--- config.mk ---
export PLATFORM = sky130hd
export DESIGN_NAME = obstacle_avoid_sequencer_core
export DESIGN_NICKNAME = d
export VERILOG_FILES = /design/src/rtl/oas_pkg.sv /design/src/rtl/oas_cfg_regs.sv /design/src/rtl/oas_seq.sv /design/src/rtl/obstacle_avoid_sequencer_core.sv
export SDC_FILE = /design/constraint.sdc
export NUM_CORES = 1
export LEC_CHECK = 0
export BUFFER_PORTS_ARGS = -buffer_cell sky130_fd_sc_hd__buf_4
export CAP_MARGIN = 10
export CELL_PAD_IN_SITES_DETAIL_PLACEMENT = 0
export CELL_PAD_IN_SITES_GLOBAL_PLACEMENT = 1
export CORE_MARGIN = 1.5
export CORE_UTILIZATION = 50
export CTS_CLUSTER_DIAMETER = 200
export DETAILED_ROUTE_END_ITERATION = 10
export PLACE_DENSITY_LB_ADDON = 0.05
export SLEW_MARGIN = 10
export SYNTH_ARGS = -nofsm -noshare
export SYNTH_HDL_FRONTEND = slang
export SYNTH_HIERARCHICAL = 1
export SYNTH_SLANG_ARGS = --single-unit
--- constraint.sdc ---
create_clock -name i_clk -period 17 [get_ports i_clk]
set_clock_uncertainty 0.05 [all_clocks]
set_input_delay 1.7 -clock i_clk [delete_from_list [all_inputs] [get_ports i_clk]]
set_output_delay 1.7 -clock i_clk [all_outputs]
set_load 0.01 [all_outputs]
--- src/rtl/oas_pkg.sv ---
// ----------------------------------------------------------------------------
// oas_pkg: shared types and constants for the obstacle avoid sequencer
// Holds the configuration record, item layouts and the phase encoding.
// ----------------------------------------------------------------------------
package oas_pkg;

    localparam int unsigned TIME_W   = 32;
    localparam int unsigned RANGE_W  = 10;
    localparam int unsigned HDG_W    = 16;
    localparam int unsigned SPEED_W  = 7;
    localparam int unsigned TURN_W   = 16;
    localparam int unsigned CFG_IDX_W  = 2;
    localparam int unsigned CFG_DATA_W = 16;
    localparam int unsigned IN_DATA_W  = 64;
    localparam int unsigned OUT_DATA_W = 24;

    localparam logic [TIME_W-1:0] REFRESH_MS = 32'd20;
    localparam logic [HDG_W-1:0]  TURN_DEG   = 16'd90;

    localparam logic [SPEED_W-1:0] CRUISE_SPEED_RST = 7'd0;
    localparam logic [TURN_W-1:0]  TURN_TIME_RST    = 16'd500;
    localparam logic [RANGE_W-1:0] STOP_DIST_RST    = 10'd20;

    typedef enum logic [CFG_IDX_W-1:0] {
        CFG_CRUISE_SPEED = 2'd0,
        CFG_TURN_TIME    = 2'd1,
        CFG_STOP_DIST    = 2'd2
    } t_cfg_idx;

    typedef enum logic [3:0] {
        PH_START        = 4'd0,
        PH_SAMPLE_LEFT  = 4'd1,
        PH_RETURN_LEFT  = 4'd2,
        PH_PAUSE_LEFT   = 4'd3,
        PH_TURN_RIGHT   = 4'd4,
        PH_SAMPLE_RIGHT = 4'd5,
        PH_RETURN_RIGHT = 4'd6,
        PH_PAUSE_RIGHT  = 4'd7,
        PH_FINAL_TURN   = 4'd8,
        PH_RESUME       = 4'd9
    } t_phase;

    typedef struct packed {
        logic [SPEED_W-1:0] cruise_speed;
        logic [TURN_W-1:0]  turn_time_ms;
        logic [RANGE_W-1:0] stop_distance_cm;
    } t_cfg;

    typedef struct packed {
        logic signed [HDG_W-1:0] heading_deg;
        logic [RANGE_W-1:0]      range_cm;
        logic [TIME_W-1:0]       now_ms;
    } t_in_item;

    typedef struct packed {
        logic                    avoiding;
        logic signed [HDG_W-1:0] target_heading_deg;
        logic [SPEED_W-1:0]      speed_cmd;
    } t_out_item;

endpackage

--- src/rtl/oas_cfg_regs.sv ---
// ----------------------------------------------------------------------------
// oas_cfg_regs: configuration register file
// Decodes register writes and holds cruise speed, turn time and stop distance.
// ----------------------------------------------------------------------------
module oas_cfg_regs (
    input  logic                           i_clk,
    input  logic                           i_rst_n,
    input  logic                           i_wr_en,
    input  logic [oas_pkg::CFG_IDX_W-1:0]  i_wr_index,
    input  logic [oas_pkg::CFG_DATA_W-1:0] i_wr_data,
    output oas_pkg::t_cfg                  o_cfg
);
    import oas_pkg::*;

    t_cfg r_cfg;
    t_cfg n_cfg;

    always_comb begin
        n_cfg = r_cfg;
        if (i_wr_en) begin
            unique case (t_cfg_idx'(i_wr_index))
                CFG_CRUISE_SPEED: n_cfg.cruise_speed     = i_wr_data[SPEED_W-1:0];
                CFG_TURN_TIME:    n_cfg.turn_time_ms     = i_wr_data[TURN_W-1:0];
                CFG_STOP_DIST:    n_cfg.stop_distance_cm = i_wr_data[RANGE_W-1:0];
                default:          n_cfg = r_cfg;
            endcase
        end
    end

    always_ff @(posedge i_clk) begin
        if (!i_rst_n) begin
            r_cfg.cruise_speed     <= CRUISE_SPEED_RST;
            r_cfg.turn_time_ms     <= TURN_TIME_RST;
            r_cfg.stop_distance_cm <= STOP_DIST_RST;
        end else begin
            r_cfg <= n_cfg;
        end
    end

    assign o_cfg = r_cfg;

endmodule

--- src/rtl/oas_seq.sv ---
// ----------------------------------------------------------------------------
// oas_seq: avoidance sequencer state and next-state logic
// Refreshes the held distance, runs the ten-phase turn sequence, forms result.
// ----------------------------------------------------------------------------
module oas_seq (
    input  logic               i_clk,
    input  logic               i_rst_n,
    input  logic               i_fire,
    input  oas_pkg::t_in_item  i_item,
    input  oas_pkg::t_cfg      i_cfg,
    output oas_pkg::t_out_item o_result
);
    import oas_pkg::*;

    t_phase                  r_phase, n_phase;
    logic                    r_active, n_active;
    logic [TIME_W-1:0]       r_phase_start, n_phase_start;
    logic [TIME_W-1:0]       r_sample_time, n_sample_time;
    logic [RANGE_W-1:0]      r_held, n_held;
    logic [RANGE_W-1:0]      r_left, n_left;
    logic [RANGE_W-1:0]      r_right, n_right;
    logic signed [HDG_W-1:0] r_target, n_target;
    logic [SPEED_W-1:0]      r_speed, n_speed;

    logic [TIME_W-1:0] sample_age;
    logic [TIME_W-1:0] phase_age;
    logic              phase_done;

    assign sample_age = i_item.now_ms - r_sample_time;
    assign phase_age  = i_item.now_ms - r_phase_start;
    assign phase_done = phase_age > {{(TIME_W-TURN_W){1'b0}}, i_cfg.turn_time_ms};

    always_comb begin
        n_phase       = r_phase;
        n_active      = r_active;
        n_phase_start = r_phase_start;
        n_sample_time = r_sample_time;
        n_held        = r_held;
        n_left        = r_left;
        n_right       = r_right;
        n_target      = r_target;
        n_speed       = r_speed;

        if (sample_age > REFRESH_MS) begin
            n_held        = i_item.range_cm;
            n_sample_time = i_item.now_ms;
        end

        if (!r_active) begin
            if (n_held > i_cfg.stop_distance_cm) begin
                n_speed  = i_cfg.cruise_speed;
                n_target = i_item.heading_deg;
            end else begin
                n_active = 1'b1;
                n_speed  = '0;
            end
        end else if (r_phase == PH_START) begin
            n_target      = r_target - TURN_DEG;
            n_phase       = PH_SAMPLE_LEFT;
            n_phase_start = i_item.now_ms;
        end else if (phase_done) begin
            n_phase_start = i_item.now_ms;
            unique case (r_phase)
                PH_SAMPLE_LEFT: begin
                    n_left  = i_item.range_cm;
                    n_phase = PH_RETURN_LEFT;
                end
                PH_RETURN_LEFT: begin
                    n_target = r_target + TURN_DEG;
                    n_phase  = PH_PAUSE_LEFT;
                end
                PH_PAUSE_LEFT: begin
                    n_phase = PH_TURN_RIGHT;
                end
                PH_TURN_RIGHT: begin
                    n_target = r_target + TURN_DEG;
                    n_phase  = PH_SAMPLE_RIGHT;
                end
                PH_SAMPLE_RIGHT: begin
                    n_right = i_item.range_cm;
                    n_phase = PH_RETURN_RIGHT;
                end
                PH_RETURN_RIGHT: begin
                    n_target = r_target - TURN_DEG;
                    n_phase  = PH_PAUSE_RIGHT;
                end
                PH_PAUSE_RIGHT: begin
                    n_phase = PH_FINAL_TURN;
                end
                PH_FINAL_TURN: begin
                    // ties turn right
                    if (r_left > r_right) begin
                        n_target = r_target - TURN_DEG;
                    end else begin
                        n_target = r_target + TURN_DEG;
                    end
                    n_phase = PH_RESUME;
                end
                default: begin
                    // resume cruising; final advance keeps the old stamp
                    n_phase_start = r_phase_start;
                    n_speed       = i_cfg.cruise_speed;
                    n_active      = 1'b0;
                    n_phase       = PH_START;
                end
            endcase
        end
    end

    always_ff @(posedge i_clk) begin
        if (!i_rst_n) begin
            r_phase       <= PH_START;
            r_active      <= 1'b0;
            r_phase_start <= '0;
            r_sample_time <= '0;
            r_held        <= '0;
            r_left        <= '0;
            r_right       <= '0;
            r_target      <= '0;
            r_speed       <= '0;
        end else if (i_fire) begin
            r_phase       <= n_phase;
            r_active      <= n_active;
            r_phase_start <= n_phase_start;
            r_sample_time <= n_sample_time;
            r_held        <= n_held;
            r_left        <= n_left;
            r_right       <= n_right;
            r_target      <= n_target;
            r_speed       <= n_speed;
        end
    end

    assign o_result.speed_cmd          = n_speed;
    assign o_result.target_heading_deg = n_target;
    assign o_result.avoiding           = n_active;

`ifndef NO_ASSERTIONS
    a_idle_phase: assert property (@(posedge i_clk) disable iff (!i_rst_n)
        !r_active |-> r_phase == PH_START)
        else $error("phase left nonzero while cruising");

    a_stopped: assert property (@(posedge i_clk) disable iff (!i_rst_n)
        r_active |-> r_speed == '0)
        else $error("nonzero speed during avoidance");

    a_resume: assert property (@(posedge i_clk) disable iff (!i_rst_n)
        i_fire && r_active && r_phase == PH_RESUME && phase_done
        |=> !r_active && r_phase == PH_START)
        else $error("sequence did not finish after the resume phase");

    a_hold: assert property (@(posedge i_clk) disable iff (!i_rst_n)
        !i_fire |=> $stable(r_active) && $stable(r_target) && $stable(r_phase))
        else $error("state moved without an item");
`endif

endmodule

--- src/rtl/obstacle_avoid_sequencer_core.sv ---
// ----------------------------------------------------------------------------
// obstacle_avoid_sequencer_core: obstacle avoidance phase sequencer
// Timing: the accepting edge loads the input register; the state update then
//   runs into the result register on the edge where the item fires, which
//   waits while an earlier result stalls on the output.
// Throughput: one item per cycle while the result stream is not stalled.
// Reset: synchronous active-low; state clears, registers take their defaults.
// ----------------------------------------------------------------------------
module obstacle_avoid_sequencer_core (
    input  logic                            i_clk,
    input  logic                            i_rst_n,
    // input item stream
    input  logic                            i_s_tvalid,
    output logic                            o_s_tready,
    // [31:0] now_ms, [41:32] range_cm, [57:42] heading_deg, [63:58] zero
    input  logic [oas_pkg::IN_DATA_W-1:0]   i_s_tdata,
    // result stream
    output logic                            o_m_tvalid,
    input  logic                            i_m_tready,
    // [6:0] speed_cmd, [22:7] target_heading_deg, [23] avoiding
    output logic [oas_pkg::OUT_DATA_W-1:0]  o_m_tdata,
    // configuration writes
    input  logic                            i_cfg_valid,
    output logic                            o_cfg_ready,
    input  logic [oas_pkg::CFG_IDX_W-1:0]   i_cfg_index,
    input  logic [oas_pkg::CFG_DATA_W-1:0]  i_cfg_data
);
    import oas_pkg::*;

    t_cfg      cfg;
    t_in_item  in_item;
    t_out_item result;

    logic      r_in_vld;
    t_in_item  r_in_item;
    logic      r_out_vld;
    t_out_item r_out_item;

    logic fire;
    logic in_take;

    // Config is always accepted and lands at once; write only while no item
    // is in flight.
    assign o_cfg_ready = 1'b1;

    oas_cfg_regs u_cfg (
        .i_clk      (i_clk),
        .i_rst_n    (i_rst_n),
        .i_wr_en    (i_cfg_valid),
        .i_wr_index (i_cfg_index),
        .i_wr_data  (i_cfg_data),
        .o_cfg      (cfg)
    );

    // Unpack the stream word into fields.
    assign in_item.now_ms      = i_s_tdata[TIME_W-1:0];
    assign in_item.range_cm    = i_s_tdata[TIME_W+RANGE_W-1:TIME_W];
    assign in_item.heading_deg = i_s_tdata[TIME_W+RANGE_W+HDG_W-1:TIME_W+RANGE_W];

    // Process the held item whenever the result register is free or draining.
    assign fire       = r_in_vld && (!r_out_vld || i_m_tready);
    assign o_s_tready = !r_in_vld || fire;
    assign in_take    = i_s_tvalid && o_s_tready;

    always_ff @(posedge i_clk) begin
        if (!i_rst_n) begin
            r_in_vld <= 1'b0;
        end else if (o_s_tready) begin
            r_in_vld <= i_s_tvalid;
        end
    end

    always_ff @(posedge i_clk) begin
        if (in_take) begin
            r_in_item <= in_item;
        end
    end

    oas_seq u_seq (
        .i_clk    (i_clk),
        .i_rst_n  (i_rst_n),
        .i_fire   (fire),
        .i_item   (r_in_item),
        .i_cfg    (cfg),
        .o_result (result)
    );

    // Result register: load on fire, drop valid once taken.
    always_ff @(posedge i_clk) begin
        if (!i_rst_n) begin
            r_out_vld <= 1'b0;
        end else if (fire) begin
            r_out_vld <= 1'b1;
        end else if (i_m_tready) begin
            r_out_vld <= 1'b0;
        end
    end

    always_ff @(posedge i_clk) begin
        if (fire) begin
            r_out_item <= result;
        end
    end

    assign o_m_tvalid = r_out_vld;
    assign o_m_tdata  = r_out_item;

`ifndef NO_ASSERTIONS
    a_fire_out: assert property (@(posedge i_clk) disable iff (!i_rst_n)
        fire |=> o_m_tvalid)
        else $error("processed item produced no result");

    a_in_hold: assert property (@(posedge i_clk) disable iff (!i_rst_n)
        r_in_vld && !fire |=> r_in_vld && $stable(r_in_item))
        else $error("pending item lost");

    a_no_overrun: assert property (@(posedge i_clk) disable iff (!i_rst_n)
        r_out_vld && !i_m_tready |-> !fire)
        else $error("result overwritten while stalled");
`endif

endmodule
* Word-level counts from Yosys, hierarchy flattened
Index checks and enable logic that the tools add are counted.
** Storage, ports and cells
- Flip-flop bits (word level) :: 239
- Input bits :: 87
- Logic and storage cells :: 85
** Operators by class
- Add/sub/neg operators :: 4
- Order comparisons :: 4
- Equality and inequality tests :: 10
- Multiplexer cells :: 25
- Bitwise operators :: 1
- Reductions and logical operators :: 21
** Operators with widths (count)
- two-way mux 32 bit :: 3
- two-way mux 16 bit :: 5
- subtractor 32 bit :: 2
- case mux 16 bit (3 select lines) :: 1
- two-way mux 7 bit :: 5
- > comparator 32 x 16 -> 1 bit :: 1
- > comparator 32 x 5 -> 1 bit (second input constant) :: 1
- case mux 4 bit (8 select lines) :: 1
- > comparator 10 bit :: 2
- adder 16 x 7 -> 16 bit (second input constant) :: 1
- equality test 4 x 3 -> 1 bit (second input constant) :: 4
- subtractor 16 x 7 -> 16 bit (second input constant) :: 1
- two-way mux 10 bit :: 1
- AND reduction 5 bit :: 2
- equality test 4 x 2 -> 1 bit (second input constant) :: 2
- two-way mux 4 bit :: 2
- AND reduction 2 bit :: 4
- OR reduction 8 bit :: 1
- two-way mux 1 bit :: 7
- nonzero test 2 bit :: 3
- equality test 4 x 1 -> 1 bit (second input constant) :: 1
- equality test 4 bit (second input constant) :: 1
- zero test 4 bit :: 1
- AND reduction 4 bit :: 1
- other kinds (9) :: 12

* Depth between registers and ports, before layout
Gate-level depths: netlist of the first run.
- Depth after elaboration :: 6
- Gate-level depth with buffers :: 27
- Gate-level depth less buffers :: 26

* By module
The synthesis of the first run kept the hierarchy.
** Modules (own cells, without submodules)
- oas_seq :: instances 1, cells each 1570, area an instance 11623.6 sq um, sequential area each 2442.3 sq um
- obstacle_avoid_sequencer_core :: instances 1, cells each 93, area an instance 2577.5 sq um, sequential area each 2502.4 sq um
- oas_cfg_regs :: instances 1, cells each 134, area an instance 1306.3 sq um, sequential area each 660.6 sq um

* Least setup slack after synthesis of the first run
OpenSTA, ideal clock, no wires.
- Kind :: reg-to-reg
- From :: reg r_in_item[0] (netlist name)
- To :: reg r_out_item (netlist bit o_m_tdata[22]) (data pin)
- Data arrival time :: 5.833 ns
- Required time :: 16.688 ns
- Setup slack :: 10.855 ns
- Cell stages (with the launch flop) :: 27
- Buffers on the path :: 2
- Clock period less this slack :: 6.145 ns
- Cells stage by stage :: edfxtp_1 inv_1 ha_1 fa_1 nand2b_1 a21oi_1 o31a_1 a21boi_0 o31a_1 o31a_1 o21a_1 xnor2_1 nor4_2 nand4_2 mux2_2 ha_1 nor2b_1 o21a_1 o21a_1 o21ai_0 a211oi_1 o21ai_0 buf_1 clkbuf_1 mux2i_1 nor2_1 or2_2
** RTL lines
- start: declaration :: RTL line obstacle_avoid_sequencer_core.sv:35 : t_in_item r_in_item;
- start signal: assignment :: RTL line obstacle_avoid_sequencer_core.sv:75 : r_in_item <= in_item;
- end signal: assignment :: RTL line obstacle_avoid_sequencer_core.sv:101 : r_out_item <= result;
- end: declaration :: RTL line obstacle_avoid_sequencer_core.sv:37 : t_out_item r_out_item;

==> results of run 1 <==
[logic make-up (layout without fill, tap and decap cells)]
group                      after synthesis  count (layout)
and+or+nand+nor                        611             611
AOI/OAI and AO/OA                      399             399
DFF                                    239             239
buffers and inverters                  224             303
muxes                                  172             172
adders and majority gates              103             103
xor gates and xnor gates                48              48
other                                    1               1
[cell usage in the layout (no fill, tap or decap), types with 6 or more instances in the layout]
cell,count
or2_2,7
o211ai_1,18
nor2b_1,20
inv_1,128
o21a_1,19
clkbuf_16,29
a21o_1,23
nor2_1,135
nand2_1,265
or3_1,10
a31oi_1,22
dfxtp_1,157
nor4_1,7
xnor2_1,27
a211oi_1,22
o22ai_1,8
a21oi_1,96
o21ai_0,74
buf_4,122
a22oi_1,9
nand4b_1,6
mux2i_1,154
nand3_1,29
clkinv_2,7
and3_1,16
nand4_1,19
and2_1,9
nor3_1,40
mux2_2,18
o31a_1,11
nand2b_1,14
xor2_1,21
a221oi_1,13
clkbuf_8,7
edfxtp_1,82
a21boi_0,6
ha_1,100
[final cells by class]
| type | count | area share [%] |
|---|---|---|
| well taps | 396 | 2.84 |
| repair buffers | 122 | 5.25 |
| flip-flops and latches | 239 | 32.1 |
| clock inverters | 11 | 0.416 |
| clock buffers | 41 | 4.82 |
| multi-input cells | 1334 | 51.8 |
| inverters | 129 | 2.77 |
[critical path: stages, from the launching register on]
cell and delay (ns):
edfxtp_1 0.45, ha_1 0.38, a21oi_1 0.43, o21bai_1 0.25, a21oi_1 0.26, nor3_1 0.07
a211oi_1 0.44, nand3_1 0.14, nor4b_1 0.52, nand4b_1 0.20, nor4_2 0.43, nand4_2 0.46
mux2_2 0.44, ha_1 0.28, nor2b_1 0.13, o21a_1 0.16, o21a_1 0.15, o21ai_0 0.17
a211oi_1 0.12, o21ai_2 0.15, buf_4 0.35, and2_1 0.43, nor2b_1 0.12, mux2_2 0.28
[flip-flops by register name, summed over array words and instances (netlist names)]
name and flops:
u_seq/r_phase_start 32, u_seq/r_right 10, u_seq/r_active 1, u_seq/r_phase 4, o_m_tdata 24, u_cfg/o_cfg 33, u_seq/r_speed 7, r_in_vld 1
u_seq/r_left 10, u_seq/r_held 10, o_m_tvalid 1, r_in_item 58, u_seq/r_sample_time 32, u_seq/r_target 16
[how the worst max path moves through the flow]
stage,end,slack [ns]
2_1_floorplan,o_m_tdata[22],10.85
3_3_place_gp,o_m_tdata[0],9.88
3_5_place_dp,o_m_tdata[3],9.91
4_1_cts,o_m_tdata[3],9.82
5_1_grt,o_m_tdata[3],9.47
6_report,o_m_tdata[0],9.86
[power by group through the flow]
stage	combinational [mW]	sequential, mW	clock [mW]
after floorplan	0.233	0.645	0
after global placement	0.311	0.655	0
after detailed placement	0.315	0.655	0
after CTS	0.316	0.643	0.604
after global routing	0.353	0.647	0.625
final	0.317	0.644	0.587
[per-stage QoR]
stage | setup slack, ns | utilization [%]
3_5_place_dp | 9.91 | 54.1
4_1_cts | 9.82 | 57.1
3_3_place_gp | 9.88 | 54.1
2_1_floorplan | 10.85 | -
6_report | 9.86 | 57.1
5_1_grt | 9.47 | 57.1
[routing by layer]
layer	vias up	wire length (um)	global-route usage, %
li1	6572	-	-
met1	6140	18500	31.7
met2	277	18500	42.4
met3	83	1500	2.97
met4	0	1350	8.75
met5	-	0	0
==> impl_summary.log, run 1 <==
INFO  metric first_iter_violations = 661
INFO  metric max_slew_margin = between 30% and 40%
INFO  metric finalHoldWorstSlack = 0.406 ns
INFO  metric post_synth_num_cell_types = 90
INFO  metric layout.cell_area.non_filler = 17,500 sq um
INFO  metric cts_inserted_buffers = 28
INFO  metric min_delay_worst_endpoint = u_seq/r_sample_time[2]
INFO  metric seq_area_frac_synth = 36.1%
INFO  metric synthesis.area = 15,500 sq um
INFO  metric clock_power_share = 37.9%
INFO  metric timing.critical_path.to_type = register
INFO  metric timing.final.crit_share = 42.0%
INFO  metric postSynth.topFlopCell = dfxtp_1
INFO  metric yosysWarnings = 6
INFO  metric cap_violations = 0
INFO  metric synthesis.nets = 1,986
INFO  metric cts_setup_buffers = 0
INFO  metric fillerInstances = 2,848
INFO  metric critical_path_arrival = around 7.4 ns
INFO  metric clock-sinks = between 200 and 250
INFO  metric regToRegEndpoint = o_m_tdata[0]
INFO  metric tritoncts = yes
INFO  metric gp_congestion = 0.912
INFO  metric power.ir.vdd_worst = ~79 uV
INFO  metric yosys.area.top_type = dfxtp_1
INFO  metric synth.mux.area_fraction = between 10% and 20%
INFO  metric netlist.area_leader.share = 20.3%
INFO  metric register_bit_total_from_synthesis = 239
INFO  metric drcViolationCount = 0
INFO  metric final_routed_wire_length_divided_by_cell_count = 17.5 um
INFO  metric static-leakage-power = 6.88 nW
INFO  metric timing.critical_path.from_type = register
INFO  metric globalRouteTotalUtil = around 25%
INFO  metric hpwl = 28,900 um
INFO  metric port-buffer-count = 106
INFO  metric start_util = 50.7%
INFO  metric ctsResizeCount = 0
INFO  metric p_per_area = about 90 nW/um^2
INFO  metric rows = 64
INFO  metric antenna_found_initial = 0
INFO  metric xor_and_xnor_fraction_of_the_mapped_netlist_area = 2.71%
INFO  metric setup_viol = 0
INFO  metric stdcell_count = ~2,300
INFO  metric sw_frac_of_total = 29.5%
INFO  metric die-area = ~32,000 sq um
INFO  metric total_power = 1.55 mW
INFO  metric antenna_cells_inserted = 0
INFO  metric place_area = 16,500 sq um
INFO  metric synth_compound_gate_area_share = between 10% and 20%
INFO  metric hold-path-cell-count = 2
INFO  metric final-seq-area = 5610 sq um
INFO  metric switching_power = ~0.46 mW
INFO  metric total_core_area = 30,600 sq um
INFO  metric placed_cells = 2,220
INFO  metric multi_input_comb_area = 9050 sq um
INFO  metric status = complete, no violations
INFO  metric crit_path_max_fanout = 19
INFO  metric setup.worst_path.start = r_in_item[14]
INFO  metric htreeDepth = 1
INFO  metric first_global_vias = 12,400
INFO  metric share_comb_of_total_power = around a fifth
INFO  metric tightestPinTransition = 0.920 ns
INFO  metric die_w = ~180 um
INFO  metric i_o_pin_total = 114
INFO  metric synthesis.instances = between 1,500 and 2,000
INFO  metric postRouteAntennaNets = 0
INFO  metric cellInternalPower = 1.09 mW
INFO  metric clk_latency = 0.56 ns
INFO  metric tns = 0 ns
INFO  metric final_period_minus_worst_setup_slack = 7.14 ns
INFO  metric r2r_cells = 23
INFO  metric dr.pass1.iters = 8
INFO  metric synth_top_cells_by_area = dfxtp_1 20%, edfxtp_1 16%, mux2i_1 9.9%
INFO  metric grt_pass1_wl = 63,300 um
INFO  metric cell_chosen_for_the_clock_root = clkbuf_16
INFO  metric cts_buffer_depth = 3
INFO  metric globalRoute.totalOverflow = 0
INFO  metric crit_type = reg2reg
INFO  metric startpoint_of_the_worst_hold_path = u_seq/r_sample_time[2]
INFO  metric drt-vias-per-instance = 5.75
INFO  metric synth-edff-count = 82
INFO  metric final_net_count = 2,043
INFO  metric route.vias.total = 13,100
INFO  metric path_clk_slew = about 0.06 ns
INFO  metric seq_power_share = 41.6%
INFO  metric ys_async_sr_fraction = 0%
INFO  metric post_cts_hold_buffer_count = 0
INFO  metric synth.most_common_cell = nand2_1
INFO  metric grt_start_max_net_pins = 86
INFO  metric maxClockFrequency = approximately 140 MHz
INFO  metric synth_simple_gate_area_share = a little under a fifth
INFO  metric reg2reg_setup_slack = slightly below 10 ns
INFO  metric synthTopCellsByCount = 265 x nand2_1, 157 x dfxtp_1, 154 x mux2i_1
INFO  metric die_y = 179 um
INFO  metric syn_area_per_cell = 8.63 sq um
INFO  metric post_synth_fa_ha_maj_area_fraction = under 10%
INFO  metric detail_route.wirelength = 39,800 um
INFO  metric hold_class = reg2reg
INFO  metric synth_top_family_by_area = simple AND/OR/NAND/NOR gates
INFO  metric area_growth_from_synthesis_to_layout = 12.6%
INFO  metric crit-reg2reg-launch = r_in_item[14]
INFO  metric hold_viol = 0
INFO  metric cp_data_required_time = 17.26 ns
INFO  metric drive_above_1_share = 11.4%
INFO  metric rsz0062_at_grt = false
INFO  metric maxSlewViolCount = 0
Note: power is estimated with default switching activity, not from simulation.
==> run 2, diff against run 1 <==
- CORE_UTILIZATION: 50 -> 47
- clock period: 17 -> 7.4 ns (I/O delays scaled with it)
==> impl_summary.log, run 2 (synthesis results as in run 1) <==
INFO  metric status = complete, no violations
INFO  metric cts_buffer_depth = 3
INFO  metric die_y = between 150 and 200 um
INFO  metric htreeDepth = 1
INFO  metric timing.final.crit_share = 90.7%
INFO  metric power.ir.vdd_worst = 173 uV
INFO  metric drive_above_1_share = 11.2%
INFO  metric static-leakage-power = slightly below 7 nW
INFO  metric globalRoute.totalOverflow = 0
INFO  metric detail_route.wirelength = roughly 40,000 um
INFO  metric cts_setup_buffers = 0
INFO  metric finalHoldWorstSlack = roughly 0.30 ns
INFO  metric fillerInstances = between 3,000 and 4,000
INFO  metric p_per_area = ~200 nW/um^2
INFO  metric layout.cells.most_common = nand2_1
INFO  metric worst_path_dominant_cell_family = simple AND/OR/NAND/NOR gates
INFO  metric area_growth_from_synthesis_to_layout = 13.2%
INFO  metric hpwl = 29,700 um
INFO  metric tns = 0 ns
INFO  metric first_iter_violations = 793
INFO  metric rsz0062_at_grt = false
INFO  metric crit_type = reg2reg
INFO  metric grt_start_max_net_pins = 82
INFO  metric total_power = 3.59 mW
INFO  metric route.vias.total = around 13,000
INFO  metric hold_class = in2reg
INFO  metric cap_violations = 0
INFO  metric port-buffer-count = 106
INFO  metric globalRouteTotalUtil = between 20% and 30%
INFO  metric maxSlewViolCount = 0
INFO  metric antenna_found_initial = 0
INFO  metric max_slew_margin = between 30% and 40%
INFO  metric postRouteAntennaNets = 0
INFO  metric setup_viol = 0
INFO  metric timing.critical_path.from_type = register
INFO  metric drt-vias-per-instance = 5.64
INFO  metric final_period_minus_worst_setup_slack = 6.71 ns
INFO  metric die_w = 185 um
INFO  metric start_util = 47.7%
INFO  metric path_clk_slew = 0.06 ns
INFO  metric crit_path_max_fanout = 10
INFO  metric total_core_area = 32,500 sq um
INFO  metric stdcell_count = 2,320
INFO  metric timing.critical_path.slowest_stage_cell = o311ai_0
INFO  metric cp_data_required_time = about 7.8 ns
INFO  metric ctsResizeCount = 0
INFO  metric cts_inserted_buffers = 28
INFO  metric rows = between 60 and 70
INFO  metric post_cts_hold_buffer_count = 0
INFO  metric grt_pass1_wl = 64,700 um
INFO  metric final_routed_wire_length_divided_by_cell_count = roughly 17 um
INFO  metric antenna_cells_inserted = 0
INFO  metric timing.critical_path.to_type = register
INFO  metric cell_chosen_for_the_clock_root = clkbuf_16
INFO  metric register_with_the_highest_flop_count = r_in_item
INFO  metric largest_register_ffs = 58
INFO  metric worstPathBufferInverterCount = 2
INFO  metric worst_path_largest_cell_delay = 0.62 ns
INFO  metric hold_viol = 0
INFO  metric maxClockFrequency = 149 MHz
INFO  metric gp_congestion = between 0.9 and 1
INFO  metric clk_latency = about 0.57 ns
INFO  metric placed_cells = around 2,300
INFO  metric first_global_vias = 12,700
INFO  metric tightestPinTransition = 0.935 ns
INFO  metric final_util = a little over half
INFO  metric dr.pass1.iters = 5
INFO  metric clock-sinks = approximately 240
INFO  metric final_net_count = 2,045
INFO  metric i_o_pin_total = 114
INFO  metric die-area = about 34,000 sq um
INFO  metric tritoncts = yes
INFO  metric drcViolationCount = 0
INFO  metric mostFrequentLayoutCells = 265 x nand2_1, 157 x dfxtp_1, 154 x mux2i_1, 135 x nor2_1, 128 x inv_1
INFO  metric critical_path_arrival = ~7 ns
==> run 2: metrics by stage <==
| stage | cell area, sq um | worst slack (ns) |
|---|---|---|
| floorplan | 15500 | 1.25 |
| global placement | 16600 | 0.732 |
| detailed placement | 16600 | 0.760 |
| CTS | 17600 | 0.683 |
| global route | 17600 | 0.176 |
| finish | 17600 | 0.689 |
==> run 2: report_power, final <==
group	switching, mW	internal (mW)
logic	0.439	0.293
clock network	0.550	0.833
registers	0.0544	1.42
total	1.04	2.55
==> run 2: cell type report <==
| cell class | instances | area, sq um | area share (%) |
|---|---|---|---|
| Inverter | 129 | 484 | 2.76 |
| Multi-Input combinational cell | 1334 | 9050 | 51.5 |
| Sequential cell | 239 | 5610 | 31.9 |
| Clock buffer | 43 | 860 | 4.89 |
| Tap cell | 442 | 553 | 3.15 |
| Clock inverter | 9 | 81.3 | 0.463 |
| Timing Repair Buffer | 124 | 931 | 5.30 |
==> run 2: per-layer routing <==
metal	share of wire (%)	up-vias	GRT usage, %
li1	-	6561	-
met1	46	6115	30.2
met2	46	311	40.3
met3	4.2	91	3.26
met4	3.7	0	9.24
met5	0	-	0
==> run 2: final timing paths <==
check / start / to / slack (ns) / cells past startpoint
worst max-delay path: r_in_item[0] / u_seq/r_target[6] / 0.69 / 26
worst min-delay path: i_s_tdata[34] / r_in_item[34] / 0.30 / 1
worst max register to register: r_in_item[0] / u_seq/r_target[6] / 0.69 / 26
worst min register to register: u_seq/r_phase_start[23] / u_seq/r_phase_start[23] / 0.41 / 2
==> run 2: worst register-to-register path: stages (launching register included) <==
cell and delay (ns):
edfxtp_1 0.38, inv_1 0.11, ha_1 0.20, fa_1 0.19
nand2b_1 0.16, a21oi_1 0.10, o311ai_0 0.62, nand2_1 0.28
xnor2_1 0.20, nand2_1 0.07, nor4b_1 0.49, nand4b_1 0.19
nor4_2 0.44, nand4_2 0.37, mux2_2 0.39, ha_1 0.29
nor2b_1 0.14, o21a_1 0.16, o21a_1 0.15, o21ai_0 0.15
a211oi_1 0.11, o21ai_2 0.26, buf_4 0.28, mux2i_1 0.30
nor2_1 0.08, a2111oi_0 0.37, nor3_1 0.08
